==> src/swm_pkg.sv <==
// Shared types and constants for the mid/side stereo width block.
// No dependencies; every other file but swm_fifo imports this package.
package swm_pkg;

  localparam int TGT_W      = 16;                   // width register, Q2.frac
  localparam int EXT_BITS   = 15;                   // extra fraction bits of the smoother
  localparam int GUARD_BITS = 8;                    // fraction bits kept for the product
  localparam int CW_W       = 1 + TGT_W + EXT_BITS; // signed smoothed width
  localparam int WQ_W       = TGT_W + GUARD_BITS;   // unsigned width used in the product
  localparam int CFG_W      = 16;
  localparam int CFG_IDX_W  = 2;

  localparam logic [CFG_IDX_W-1:0] CFG_TARGET = 2'd0;
  localparam logic [CFG_IDX_W-1:0] CFG_RAMP   = 2'd1;
  localparam logic [CFG_IDX_W-1:0] CFG_BYPASS = 2'd2;
  localparam logic [CFG_IDX_W-1:0] CFG_RATE   = 2'd3;

  localparam logic [TGT_W-1:0] RAMP_RESET = 16'd48;

  typedef enum logic [1:0] {
    OP_PASS,
    OP_ZERO,
    OP_WIDEN
  } op_t;

  typedef struct packed {
    logic busy;
    logic done;
  } div_stat_t;

endpackage

==> src/swm_div.sv <==
// Restoring divider, one quotient bit per cycle, unsigned operands.
// Depends on swm_pkg for the status struct.
module swm_div import swm_pkg::*; #(
  parameter int NW = 32,
  parameter int DW = 16,
  parameter int QW = 32
) (
  input  logic          clk,
  input  logic          rst_n,
  input  logic          start,
  input  logic [NW-1:0] num,
  input  logic [DW-1:0] den,
  output div_stat_t     stat,
  output logic [QW-1:0] quo,
  output logic          rem_nz
);

  localparam int CNTW = $clog2(QW + 1);

  logic [DW-1:0]   rem_r, rem_nxt;
  logic [QW-1:0]   quo_r;
  logic [DW-1:0]   den_r;
  logic [CNTW-1:0] cnt_r;
  logic            busy_r, done_r;
  logic [NW-1:0]   num_hi;
  logic [DW:0]     trial, diff;
  logic            ge;

  // caller guarantees num < den << QW, so the upper part is already below den
  assign num_hi  = num >> QW;
  assign trial   = {rem_r, quo_r[QW-1]};
  assign diff    = trial - {1'b0, den_r};
  assign ge      = trial >= {1'b0, den_r};
  assign rem_nxt = ge ? diff[DW-1:0] : trial[DW-1:0];

  always_ff @(posedge clk) begin
    if (!rst_n) begin
      busy_r <= 1'b0;
      done_r <= 1'b0;
      cnt_r  <= '0;
    end else begin
      done_r <= 1'b0;
      if (start) begin
        rem_r  <= num_hi[DW-1:0];
        quo_r  <= num[QW-1:0];
        den_r  <= den;
        cnt_r  <= CNTW'(QW);
        busy_r <= 1'b1;
      end else if (busy_r) begin
        rem_r <= rem_nxt;
        quo_r <= {quo_r[QW-2:0], ge};
        cnt_r <= cnt_r - CNTW'(1);
        if (cnt_r == CNTW'(1)) begin
          busy_r <= 1'b0;
          done_r <= 1'b1;
        end
      end
    end
  end

  assign stat.busy = busy_r;
  assign stat.done = done_r;
  assign quo       = quo_r;
  assign rem_nz    = |rem_r;

endmodule

==> src/swm_fifo.sv <==
// Two-entry queue between the front and back halves.
// Depends on nothing beyond its width parameter.
module swm_fifo #(
  parameter int EW = 8
) (
  input  logic          clk,
  input  logic          rst_n,
  input  logic          wr_en,
  input  logic [EW-1:0] wr_data,
  output logic          full,
  input  logic          rd_en,
  output logic [EW-1:0] rd_data,
  output logic          empty
);

  logic [EW-1:0] mem_r [2];
  logic          wp_r, rp_r;
  logic [1:0]    cnt_r;

  assign full    = cnt_r == 2'd2;
  assign empty   = cnt_r == 2'd0;
  assign rd_data = mem_r[rp_r];

  always_ff @(posedge clk) begin
    if (wr_en) begin
      mem_r[wp_r] <= wr_data;
    end
  end

  always_ff @(posedge clk) begin
    if (!rst_n) begin
      wp_r  <= 1'b0;
      rp_r  <= 1'b0;
      cnt_r <= 2'd0;
    end else begin
      if (wr_en) begin
        wp_r <= ~wp_r;
      end
      if (rd_en) begin
        rp_r <= ~rp_r;
      end
      case ({wr_en, rd_en})
        2'b10:   cnt_r <= cnt_r + 2'd1;
        2'b01:   cnt_r <= cnt_r - 2'd1;
        default: cnt_r <= cnt_r;
      endcase
    end
  end

endmodule

==> src/swm_front.sv <==
// Front half: config registers, width smoother, item classification.
// Depends on swm_pkg and swm_div (ramp step division).
module swm_front import swm_pkg::*; #(
  parameter int SB  = 24,
  parameter int WFB = 14,
  parameter int EW  = 2 + 2 * SB + WQ_W
) (
  input  logic                 clk,
  input  logic                 rst_n,
  input  logic                 cfg_we,
  input  logic [CFG_IDX_W-1:0] cfg_index,
  input  logic [CFG_W-1:0]     cfg_data,
  input  logic                 push,
  output logic                 full,
  input  logic [SB-1:0]        left_in,
  input  logic [SB-1:0]        right_in,
  output logic                 q_push,
  output logic [EW-1:0]        q_data,
  input  logic                 q_full
);

  localparam logic [TGT_W-1:0] TGT_RST = TGT_W'(32'd1 << WFB);
  localparam logic [CW_W-1:0]  CW_RST  = {1'b0, TGT_RST, {EXT_BITS{1'b0}}};
  localparam int               SNW     = CW_W - 1;

  typedef enum logic [1:0] {
    F_IDLE,
    F_DIV,
    F_UPD,
    F_PUSH
  } fstate_t;

  fstate_t           state_r;
  logic [TGT_W-1:0]  ramp_steps_r, latched_r, steps_left_r, steps_nxt;
  logic              bypass_r, rate_valid_r, pending_r;
  logic [CW_W-1:0]   cw_r, width_step_r, tgt_ext, diff, diff_mag;
  op_t               op_r, op_nxt;
  logic [SB-1:0]     left_r, right_r;
  logic              accept, unity_tgt, step_start;
  div_stat_t         dstat;
  logic [SNW-1:0]    dquo;
  logic              drem_nz;

  assign accept    = push && !full;
  assign full      = state_r != F_IDLE;
  assign tgt_ext   = {1'b0, latched_r, {EXT_BITS{1'b0}}};
  assign unity_tgt = {16'd0, latched_r} == (32'd1 << WFB);
  assign steps_nxt = steps_left_r - TGT_W'(1);

  always_comb begin
    if (bypass_r) begin
      op_nxt = OP_PASS;
    end else if (!rate_valid_r) begin
      op_nxt = OP_ZERO;
    end else if (steps_left_r == '0 && unity_tgt) begin
      op_nxt = OP_PASS;
    end else begin
      op_nxt = OP_WIDEN;
    end
  end

  // step = (target - current) / steps, truncated toward zero
  assign diff       = tgt_ext - cw_r;
  assign diff_mag   = diff[CW_W-1] ? (~diff + CW_W'(1)) : diff;
  assign step_start = accept && op_nxt == OP_WIDEN && pending_r;

  swm_div #(.NW(SNW), .DW(TGT_W), .QW(SNW)) u_step_div (
    .clk    (clk),
    .rst_n  (rst_n),
    .start  (step_start),
    .num    (diff_mag[SNW-1:0]),
    .den    (steps_left_r),
    .stat   (dstat),
    .quo    (dquo),
    .rem_nz (drem_nz)
  );

  assign q_push = state_r == F_PUSH && !q_full;
  assign q_data = {op_r, left_r, right_r, cw_r[EXT_BITS+TGT_W-1:EXT_BITS-GUARD_BITS]};

  always_ff @(posedge clk) begin
    if (!rst_n) begin
      state_r      <= F_IDLE;
      ramp_steps_r <= RAMP_RESET;
      bypass_r     <= 1'b0;
      rate_valid_r <= 1'b1;
      latched_r    <= TGT_RST;
      cw_r         <= CW_RST;
      width_step_r <= '0;
      steps_left_r <= '0;
      pending_r    <= 1'b0;
      op_r         <= OP_PASS;
    end else begin
      case (state_r)
        F_IDLE: begin
          if (accept) begin
            op_r    <= op_nxt;
            left_r  <= left_in;
            right_r <= right_in;
            if (op_nxt != OP_WIDEN) begin
              state_r <= F_PUSH;
            end else if (pending_r) begin
              state_r <= F_DIV;
            end else begin
              state_r <= F_UPD;
            end
          end
        end
        F_DIV: begin
          if (dstat.done) begin
            width_step_r <= diff[CW_W-1] ? (~{1'b0, dquo} + CW_W'(1)) : {1'b0, dquo};
            pending_r    <= 1'b0;
            state_r      <= F_UPD;
          end
        end
        F_UPD: begin
          if (steps_left_r != '0) begin
            steps_left_r <= steps_nxt;
            cw_r <= (steps_nxt != '0) ? cw_r + width_step_r : tgt_ext;
          end
          state_r <= F_PUSH;
        end
        F_PUSH: begin
          if (!q_full) begin
            state_r <= F_IDLE;
          end
        end
        default: state_r <= F_IDLE;
      endcase

      if (cfg_we) begin
        case (cfg_index)
          CFG_TARGET: begin
            if (cfg_data != latched_r) begin
              latched_r <= cfg_data;
              if (ramp_steps_r == '0) begin
                cw_r         <= {1'b0, cfg_data, {EXT_BITS{1'b0}}};
                steps_left_r <= '0;
                width_step_r <= '0;
                pending_r    <= 1'b0;
              end else begin
                // step itself is worked out when the next sample to be widened arrives
                steps_left_r <= ramp_steps_r;
                pending_r    <= 1'b1;
              end
            end
          end
          CFG_RAMP: begin
            ramp_steps_r <= cfg_data;
            cw_r         <= tgt_ext;
            steps_left_r <= '0;
            width_step_r <= '0;
            pending_r    <= 1'b0;
          end
          CFG_BYPASS: bypass_r     <= cfg_data[0];
          CFG_RATE:   rate_valid_r <= cfg_data[0];
          default:    bypass_r     <= bypass_r;
        endcase
      end
    end
  end

`ifndef SYNTHESIS
  a_pending_steps: assert property (@(posedge clk) disable iff (!rst_n)
    pending_r |-> steps_left_r != '0)
    else $error("ramp step pending with no steps left");
  a_div_running: assert property (@(posedge clk) disable iff (!rst_n)
    (state_r == F_DIV) |-> (dstat.busy || dstat.done))
    else $error("waiting on step divider that is not running");
  a_upd_ready: assert property (@(posedge clk) disable iff (!rst_n)
    (state_r == F_UPD) |-> (op_r == OP_WIDEN && !pending_r))
    else $error("smoother update without a resolved step");
`endif

endmodule

==> src/swm_back.sv <==
// Back half: mid/side product, 1/w scale by serial division, saturation.
// Depends on swm_pkg and swm_div; holds the result register.
module swm_back import swm_pkg::*; #(
  parameter int SB  = 24,
  parameter int WFB = 14,
  parameter int EW  = 2 + 2 * SB + WQ_W
) (
  input  logic          clk,
  input  logic          rst_n,
  output logic          q_pop,
  input  logic [EW-1:0] q_data,
  input  logic          q_empty,
  output logic          empty,
  input  logic          pop,
  output logic [SB-1:0] left_out,
  output logic [SB-1:0] right_out
);

  localparam int SW    = SB + 1;
  localparam int YW    = SB + 2;
  localparam int USH   = WFB + GUARD_BITS;
  localparam int PW    = WQ_W + 1 + SW;
  localparam int NLW   = ((PW > SW + USH) ? PW : SW + USH) + 1;
  localparam int DDW   = WQ_W + 1;
  localparam int QW    = SB + 1;
  localparam logic signed [YW-1:0] Y_MAX = {3'b000, {(SB-1){1'b1}}};
  localparam logic signed [YW-1:0] Y_MIN = {3'b111, {(SB-1){1'b0}}};

  typedef enum logic [2:0] {
    B_IDLE,
    B_MUL,
    B_SCALE,
    B_DIV,
    B_OUT
  } bstate_t;

  bstate_t              state_r;
  logic signed [SW-1:0] mid2_r, side2_r;
  logic [WQ_W-1:0]      wq_r;
  logic signed [NLW-1:0] nl_r, nr_r, mterm, nl_sh, nr_sh;
  logic signed [PW-1:0]  prod;
  logic signed [YW-1:0]  yl_r, yr_r;
  logic                  out_valid_r;
  logic                  out_load;
  logic [SB-1:0]         out_l_r, out_r_r;
  op_t                   e_op;
  logic [SB-1:0]         e_left, e_right;
  logic [WQ_W-1:0]       e_wq;
  logic [NLW-1:0]        nl_mag, nr_mag;
  logic                  div_start, wide;
  div_stat_t             lstat, rstat;
  logic [QW-1:0]         lquo, rquo;
  logic                  lrnz, rrnz;

  assign e_op    = op_t'(q_data[EW-1:EW-2]);
  assign e_left  = q_data[EW-3 -: SB];
  assign e_right = q_data[WQ_W+SB-1 -: SB];
  assign e_wq    = q_data[WQ_W-1:0];

  assign q_pop = state_r == B_IDLE && !q_empty;

  assign prod  = $signed({1'b0, wq_r}) * side2_r;
  assign mterm = NLW'(mid2_r) <<< USH;
  assign wide  = 32'(wq_r) > (32'd1 << USH);
  assign nl_sh = nl_r >>> (USH + 1);
  assign nr_sh = nr_r >>> (USH + 1);

  assign nl_mag    = nl_r[NLW-1] ? (~nl_r + NLW'(1)) : nl_r;
  assign nr_mag    = nr_r[NLW-1] ? (~nr_r + NLW'(1)) : nr_r;
  assign div_start = state_r == B_SCALE && wide;
  assign out_load  = state_r == B_OUT && (!out_valid_r || pop);

  // |n| < 2w * 2^SB when w is above unity, so SB+1 quotient bits suffice
  swm_div #(.NW(NLW), .DW(DDW), .QW(QW)) u_div_l (
    .clk    (clk),
    .rst_n  (rst_n),
    .start  (div_start),
    .num    (nl_mag),
    .den    ({wq_r, 1'b0}),
    .stat   (lstat),
    .quo    (lquo),
    .rem_nz (lrnz)
  );

  swm_div #(.NW(NLW), .DW(DDW), .QW(QW)) u_div_r (
    .clk    (clk),
    .rst_n  (rst_n),
    .start  (div_start),
    .num    (nr_mag),
    .den    ({wq_r, 1'b0}),
    .stat   (rstat),
    .quo    (rquo),
    .rem_nz (rrnz)
  );

  function automatic logic [SB-1:0] sat(input logic signed [YW-1:0] v);
    logic signed [YW-1:0] c;
    c = (v > Y_MAX) ? Y_MAX : ((v < Y_MIN) ? Y_MIN : v);
    return c[SB-1:0];
  endfunction

  // floor of a signed value from its magnitude quotient
  function automatic logic signed [YW-1:0] floor_fix(input logic neg,
                                                     input logic [QW-1:0] q,
                                                     input logic rnz);
    logic [YW-1:0] m;
    m = {1'b0, q} + YW'(rnz);
    return neg ? $signed(~m + YW'(1)) : $signed({1'b0, q});
  endfunction

  always_ff @(posedge clk) begin
    if (!rst_n) begin
      state_r     <= B_IDLE;
      out_valid_r <= 1'b0;
    end else begin
      if (out_load) begin
        out_valid_r <= 1'b1;
      end else if (pop) begin
        out_valid_r <= 1'b0;
      end
      case (state_r)
        B_IDLE: begin
          if (!q_empty) begin
            case (e_op)
              OP_PASS: begin
                yl_r    <= {{2{e_left[SB-1]}}, e_left};
                yr_r    <= {{2{e_right[SB-1]}}, e_right};
                state_r <= B_OUT;
              end
              OP_WIDEN: begin
                mid2_r  <= $signed({e_left[SB-1], e_left}) + $signed({e_right[SB-1], e_right});
                side2_r <= $signed({e_left[SB-1], e_left}) - $signed({e_right[SB-1], e_right});
                wq_r    <= e_wq;
                state_r <= B_MUL;
              end
              default: begin
                yl_r    <= '0;
                yr_r    <= '0;
                state_r <= B_OUT;
              end
            endcase
          end
        end
        B_MUL: begin
          nl_r    <= mterm + NLW'(prod);
          nr_r    <= mterm - NLW'(prod);
          state_r <= B_SCALE;
        end
        B_SCALE: begin
          if (wide) begin
            state_r <= B_DIV;
          end else begin
            yl_r    <= nl_sh[YW-1:0];
            yr_r    <= nr_sh[YW-1:0];
            state_r <= B_OUT;
          end
        end
        B_DIV: begin
          if (lstat.done) begin
            yl_r    <= floor_fix(nl_r[NLW-1], lquo, lrnz);
            yr_r    <= floor_fix(nr_r[NLW-1], rquo, rrnz);
            state_r <= B_OUT;
          end
        end
        B_OUT: begin
          if (out_load) begin
            out_l_r <= sat(yl_r);
            out_r_r <= sat(yr_r);
            state_r <= B_IDLE;
          end
        end
        default: state_r <= B_IDLE;
      endcase
    end
  end

  assign empty     = !out_valid_r;
  assign left_out  = out_l_r;
  assign right_out = out_r_r;

`ifndef SYNTHESIS
  a_lanes_lockstep: assert property (@(posedge clk) disable iff (!rst_n)
    lstat.done == rstat.done)
    else $error("left and right dividers out of step");
  a_div_running: assert property (@(posedge clk) disable iff (!rst_n)
    (state_r == B_DIV) |-> (lstat.busy || lstat.done))
    else $error("waiting on scale divider that is not running");
  a_hold_result: assert property (@(posedge clk) disable iff (!rst_n)
    (state_r == B_OUT && out_valid_r && !pop) |=> state_r == B_OUT)
    else $error("result register overwritten before pop");
`endif

endmodule

==> src/stereo_width_mid_side.sv <==
// Top level of the mid/side stereo width block: front, queue, back.
// Depends on swm_pkg, swm_front, swm_fifo, swm_back.
//
//  channel | ports                                 | beat taken when
//  --------+---------------------------------------+--------------------
//  input   | push, full, in_left_in, in_right_in    | push && !full
//  result  | empty, pop, out_left_out, out_right_out| pop && !empty
//  config  | cfg_we, cfg_index, cfg_data            | cfg_we
//
// Front: beats pass idle and push; widened beats update the smoother,
// and a beat starting a ramp waits on the step divider. Back: pass and zero
// beats go straight to output; widened beats pass multiply and scale, and the
// serial scale dividers when w is above unity. Two-entry queue and a result
// register let either side stall alone. Synchronous reset, no clearing pass.
module stereo_width_mid_side import swm_pkg::*; #(
  parameter int SAMPLE_BITS     = 24,
  parameter int WIDTH_FRAC_BITS = 14
) (
  input  logic                   clk,
  input  logic                   rst_n,
  input  logic                   cfg_we,
  input  logic [CFG_IDX_W-1:0]   cfg_index,
  input  logic [CFG_W-1:0]       cfg_data,
  input  logic                   push,
  output logic                   full,
  input  logic [SAMPLE_BITS-1:0] in_left_in,
  input  logic [SAMPLE_BITS-1:0] in_right_in,
  output logic                   empty,
  input  logic                   pop,
  output logic [SAMPLE_BITS-1:0] out_left_out,
  output logic [SAMPLE_BITS-1:0] out_right_out
);

  localparam int EW = 2 + 2 * SAMPLE_BITS + WQ_W;

  logic          q_push, q_full, q_pop, q_empty;
  logic [EW-1:0] q_wdata, q_rdata;

  swm_front #(.SB(SAMPLE_BITS), .WFB(WIDTH_FRAC_BITS), .EW(EW)) u_front (
    .clk       (clk),
    .rst_n     (rst_n),
    .cfg_we    (cfg_we),
    .cfg_index (cfg_index),
    .cfg_data  (cfg_data),
    .push      (push),
    .full      (full),
    .left_in   (in_left_in),
    .right_in  (in_right_in),
    .q_push    (q_push),
    .q_data    (q_wdata),
    .q_full    (q_full)
  );

  swm_fifo #(.EW(EW)) u_queue (
    .clk     (clk),
    .rst_n   (rst_n),
    .wr_en   (q_push),
    .wr_data (q_wdata),
    .full    (q_full),
    .rd_en   (q_pop),
    .rd_data (q_rdata),
    .empty   (q_empty)
  );

  swm_back #(.SB(SAMPLE_BITS), .WFB(WIDTH_FRAC_BITS), .EW(EW)) u_back (
    .clk       (clk),
    .rst_n     (rst_n),
    .q_pop     (q_pop),
    .q_data    (q_rdata),
    .q_empty   (q_empty),
    .empty     (empty),
    .pop       (pop),
    .left_out  (out_left_out),
    .right_out (out_right_out)
  );

endmodule

==> config.mk <==
export PLATFORM = sky130hd
export DESIGN_NAME = stereo_width_mid_side
export DESIGN_NICKNAME = d
export VERILOG_FILES = /design/src/swm_pkg.sv /design/src/swm_div.sv /design/src/swm_fifo.sv /design/src/swm_front.sv /design/src/swm_back.sv /design/src/stereo_width_mid_side.sv
export SDC_FILE = /design/constraint.sdc
export NUM_CORES = 2
export LEC_CHECK = 0
export ABC_AREA = 1
export BUFFER_PORTS_ARGS = -buffer_cell sky130_fd_sc_hd__buf_4
export CAP_MARGIN = 5
export CORE_MARGIN = 2
export CORE_UTILIZATION = 52
export CTS_CLUSTER_SIZE = 8
export DETAILED_ROUTE_END_ITERATION = 10
export GPL_ROUTABILITY_DRIVEN = 0
export PLACE_DENSITY = 0.69
export SYNTH_ARGS = -nofsm -noshare
export SYNTH_HDL_FRONTEND = slang
export SYNTH_SLANG_ARGS = --single-unit
==> constraint.sdc <==
create_clock -name clk -period 14.5 [get_ports clk]
set_input_delay 1.45 -clock clk [delete_from_list [all_inputs] [get_ports clk]]
set_output_delay 1.45 -clock clk [all_outputs]
set_load 0.05 [all_outputs]
# --- Word-level counts from Yosys, hierarchy flattened ---
# Memory sizes are Yosys's and may differ from the RTL's. A register that Yosys moved wholly into a read port is not among the register bits.
# Cells that the tools add are included.
# W data, S select, Z words.
classes:
  bitwise_logic: 12
  order_cmp: 8
  multipliers: 1
  n_reduce_logical: 51
  mux: 96
  n_addsub: 23
  n_eq_ne: 29
op_table:
  columns: ["operator", "n"]
  rows:
  - ["$mux W32", 12]
  - ["$mux W25", 10]
  - ["$mux W26", 8]
  - ["$pmux W26 S3", 2]
  - ["$pmux W32 S2", 2]
  - ["$mux W16", 7]
  - ["$pmux W26 S2", 2]
  - ["$add A50 B2 Y50 const B", 2]
  - ["$mux W50", 2]
  - ["$not A50 Y50", 2]
  - ["$mux W31", 3]
  - ["$add A25 B1 Y26", 2]
  - ["$add A26 B1 Y26 const B", 2]
  - ["$ge A26 B25 Y1", 2]
  - ["$gt A26 B24 Y1 const B", 2]
  - ["$lt A26 B24 Y1 const B", 2]
  - ["$not A26 Y26", 2]
  - ["$add A47 B50 Y51", 1]
  - ["$sub A47 B50 Y51", 1]
  - ["$mul A25 B25 Y50", 1]
  - ["$reduce_or A25 Y1", 2]
  - ["$sub A25 B25 Y25", 2]
  - ["$mux W24", 2]
  - ["$add A32 B1 Y32 const B", 1]
  - ["other kinds (49)", 146]
word_totals:
  reg_bits: 658
  input_bits: 71
  mem_bits_rw: 148
  memories: 1
  out_inout_bits: 50
mem_list:
  columns: ["name", "depth", "width", "rd", "rd_ports_with_merged_regs", "wr", "line_no", "source"]
  rows:
  - ["u_queue.mem_r", 2, 74, 1, 1, 1, "swm_fifo.sv:16", "logic [EW-1:0] mem_r [2];"]

# --- Depth between registers and ports, before layout ---
logic_depth:
  word_depth: 10
  mapped_depth: 44
  mapped_depth_nobuf: 42

# --- Cells and area by module ---
# Synthesis repeated with hierarchy kept, for this count alone.
hier_totals:
  cells_unflattened: 10215
  hier_area_um2: 78619.2
modules_own_cells:
  columns: ["mod", "area_per_inst_um2", "instances", "cells_each"]
  rows:
  - ["swm_back", 44487.7, 1, 5917]
  - ["swm_front", 13092.6, 1, 2035]
  - ["swm_div at u_back.u_div_l ...", 5551.6, 2, 754]
  - ["swm_fifo", 5813.1, 1, 265]
  - ["swm_div at u_front.u_step_div", 4122.7, 1, 490]

# --- Worst setup path after synthesis ---
# No wires, ideal clock.
synth_path:
  path_kind: "input to register"
  start: "input port rst_n"
  end: "register u_back.nl_r[10], enable pin"
  path_buffers: 2
  cell_stages: 4
  arrival_time_ps: 11589
  setup_slack_ps: 2102
  cell_sequence: "clkbuf_1 clkinv_1 clkbuf_1 nor4_1"
synth_between:
  elab_chain_cells: 1
synth_rtl:
  columns: ["item", "line_no", "source"]
  rows:
  - ["from (decl)", "stereo_width_mid_side.sv:20", "input logic rst_n,"]
  - ["$reduce_and A2 Y1 (no source line)", null, null]
  - ["to (signal assigned)", "swm_back.sv:145", "nl_r <= mterm + NLW'(prod);"]
  - ["to (decl)", "swm_back.sv:40", "logic signed [NLW-1:0] nl_r, nr_r, mterm, nl_sh, nr_sh;"]
# Every way passes these cells.
# A chain may end at the register's enable or synchronous reset.

# --- Worst setup path in the final report ---
layout_path:
  start: "register u_back.side2_r[6]"
  end: "register u_back.nr_r[45] (data pin)"
layout_between:
  elab_chain_cells: 2
layout_rtl:
  columns: ["item", "line_no", "source"]
  rows:
  - ["from (decl)", "swm_back.sv:38", "logic signed [SW-1:0] mid2_r, side2_r;"]
  - ["from (signal assigned)", "swm_back.sv:132", "side2_r <= $signed({e_left[SB-1], e_left}) - $signed({e_right[SB-1], e_right});"]
  - ["$mul A25 B25 Y50", "swm_back.sv:62", "assign prod = $signed({1'b0, wq_r}) * side2_r;"]
  - ["$sub A47 B50 Y51", "swm_back.sv:146", "nr_r <= mterm - NLW'(prod);"]
  - ["to (signal assigned)", "swm_back.sv:146", null]
  - ["to (decl)", "swm_back.sv:40", null]
# Every way passes these cells.

==> results_dict.tcl <==
set metrics [dict create \
    hold_class "reg2reg" \
    tightest_slew_ns 1.30 \
    fin_setup_tns_ns 0 \
    min_period_over_period_pct 67.1 \
    num_rows 137 \
    synth_cell_type_count 69 \
    final.setup.worst_slack_ns 4.77 \
    fmax_mhz 103 \
    syn_nets 10400 \
    antenna_found_initial 3 \
    final-setup-viol-count 0 \
    cts-resized-gates 0 \
    antenna_cells 0 \
    placed_cell_area_sq_um 76200 \
    cts_made_buffers 113 \
    fin_area_sq_um 79400 \
    fp.dieH_microns 380 \
    route.detailed.wl_per_inst_microns 20.2 \
    critPathMostFrequentCell "inv_1" \
    viasPerCell 5.70 \
    areaGrowthSynthToFinish_pct 8.11 \
    worstSkewPairLatency_ns 0.77 \
    yosysWarnings 0 \
    initial_utilization_pct 52.5 \
    finish.net_count 10400 \
    fin_crit_ns 9.73 \
    cp_slowest_cell "edfxtp_1" \
    port_buffers 120 \
    die_area_sq_um 144000 \
    path_class "reg2reg" \
    dp.final_hpwl_microns 177000 \
    num_vias 64300 \
    synthArstFlopShare_pct 0 \
    cts_sinks 805 \
    firstDrtPassIters 9 \
    grt_pass1_wl_microns 350000 \
    skew_ns 0.0694 \
    hold_buffers 0 \
    grt_pass1_vias 62100 \
    drive_above_1_share_pct 5.25 \
    rsz0062_at_grt "false" \
    syn-mean-instance-area_sq_um 7.86 \
    n_fill_cell 12800 \
    cp_max_fo 24 \
    slowest_delay_ns 0.96 \
    synth_cells 9349 \
    cts.clk_slew.worst_paths_ns 0.05 \
    syn_area_sq_um 73500 \
    grt_use_total_pct 31.0 \
    synth_edf_count 657 \
    drt_wl_total_microns 228000 \
    cts-root-buf "clkbuf_16" \
    drtIter0Drc 7387 \
    critPathLaunchType "register" \
    ys.flop_type "edfxtp_1" \
    post_cts_buffers 0 \
    die_w_microns 380 \
    status "finished clean" \
    ant_nets 0 \
    pre_cts_ws_ns 5.04 \
    final_util_pct 56.8 \
    cts_tree "done" \
    h-tree-depth 3 \
    io_pins 121 \
    slew_viol_final 0 \
    grt_max_degree 85 \
    maxSlewHeadroom_pct 12.9 \
    core_area_sq_um 140000 \
    max_cap_viol_count 0 \
    ys_seq_area_share_pct 30.9 \
    clockBufferDepth 3 \
    grt_overflow 0 \
    drc 0 \
    ys_seq_elements 805 \
    required_ns 14.93 \
    worst_setup_path_end_kind "register" \
    crit_arrival_ns 10.17 \
    final_hold_viol_count 0 \
]
[critical path, delay by kind of cell, from the launching register on]
| kind | cells | cell delay [ns] |
|---|---|---|
| AOI/OAI and AO/OA | 5 | 1.22 |
| xor gates and xnor gates | 1 | 0.47 |
| adders and majority gates | 9 | 4.42 |
| buffers and inverters | 8 | 0.53 |
| DFF | 1 | 0.96 |
| and+or+nand+nor | 11 | 1.84 |
[cell families (layout without fill, tap and decap cells)]
logic type | after synthesis | count (layout) | share of synthesized area (%)
AND/OR/NAND/NOR | 3583 | 3583 | 20.3
buffers and inverters | 2140 | 2208 | 11.0
AO/OA/AOI/OAI | 1407 | 1407 | 10.5
adder cells (fa/ha/maj) | 970 | 970 | 21.7
flip-flops | 805 | 805 | 30.9
XOR/XNOR | 395 | 395 | 4.75
multiplexers | 49 | 49 | 0.748
[synth_stat cells, drive strengths merged, types with 29 or more instances]
library cell  count  area share [%]
fa              510              14
nand2          2035              10
nor4             51            0.44
xor2            267             3.2
mux2             47            0.72
a21oi           561             3.8
o21bai           39            0.40
o21ai           578             4.0
xnor2           128             1.5
ha              460             7.8
o211ai           66            0.67
edfxtp          657              27
nor3            122            0.90
nand4           102            0.87
clkbuf          254             1.3
or2              29            0.25
nor2            804             4.3
nand3           407             2.8
dfxtp           148             4.0
inv            1834             9.4
buf              46            0.31
[layer usage]
metal	GRT usage, %	up-vias	routed length (microns)
met1	39.4	30400	86800
met5	0	-	22
met3	5.58	688	21900
met2	49.7	3427	104000
li1	-	29800	-
met4	18.2	4	15500
[registers in the layout, indices dropped and copies added (netlist names), 25 cells and up, named ones only]
signal	count
u_queue.mem_r	148
u_back.nr_r	51
u_back.nl_r	50
u_front.cw_r	32
u_front.width_step_r	32
u_front.u_step_div.quo	31
u_back.yl_r	26
u_back.yr_r	26
u_back.side2_r	25
u_back.u_div_l.quo	25
u_back.u_div_l.rem_r	25
u_back.u_div_r.quo	25
u_back.u_div_r.rem_r	25
[final cells by class]
| type | instances | area (sq um) | area share (%) |
|---|---|---|---|
| Multi-Input combinational cell | 6404 | 42800 | 53.8 |
| Sequential cell | 805 | 22700 | 28.6 |
| Inverter | 1840 | 6910 | 8.70 |
| Clock buffer | 163 | 3030 | 3.81 |
| Tap cell | 1876 | 2350 | 2.96 |
| Timing Repair Buffer | 193 | 1450 | 1.82 |
| Clock inverter | 12 | 233 | 0.293 |
[cells in the final DEF (no fill, tap or decap), types with 14 or more instances in the layout]
| cell type | instances |
|---|---|
| nand2_1 | 2018 |
| inv_1 | 1825 |
| nor2_1 | 766 |
| edfxtp_1 | 657 |
| a21oi_1 | 558 |
| o21ai_0 | 556 |
| fa_1 | 510 |
| ha_1 | 460 |
| nand3_1 | 399 |
| xor2_1 | 263 |
| buf_4 | 193 |
| dfxtp_1 | 147 |
| xnor2_1 | 128 |
| nor3_1 | 113 |
| clkbuf_16 | 113 |
| nand4_1 | 102 |
| o211ai_1 | 66 |
| nor4_1 | 49 |
| clkbuf_1 | 49 |
| mux2_2 | 47 |
| o21bai_1 | 38 |
| or2_2 | 29 |
| o21a_1 | 25 |
| a31oi_1 | 25 |
| a21o_1 | 24 |
| nor2_2 | 24 |
| nand3b_1 | 21 |
| o22ai_1 | 19 |
| o21ai_1 | 18 |
| nand2_2 | 15 |
| a21boi_0 | 14 |
| nor2_4 | 14 |
[worst paths after layout]
check                                     from                              to  slack (ns)  cells past startpoint
setup / recovery   u_back.side2_r[6]$_DFFE_PP_       u_back.nr_r[45]$_DFFE_PP_        4.77                     34
hold / removal    u_front.left_r[13]$_DFFE_PP_  u_queue.mem_r[1][61]$_DFFE_PP_        0.44                      0
setup reg to reg   u_back.side2_r[6]$_DFFE_PP_       u_back.nr_r[45]$_DFFE_PP_        4.77                     34
hold reg to reg   u_front.left_r[13]$_DFFE_PP_  u_queue.mem_r[1][61]$_DFFE_PP_        0.44                      0
[through the flow]
stage / hold WS [ns] / std cells
floorplan: 0.420 / 9349
CTS: 0.439 / 11300
finish: 0.441 / 11300
global placement: 0.425 / 11100
detailed placement: 0.429 / 11100
global route: 0.456 / 11300
Power is not shown: default switching activity piles up to over one toggle a cycle in this logic, so the estimate is an artifact.
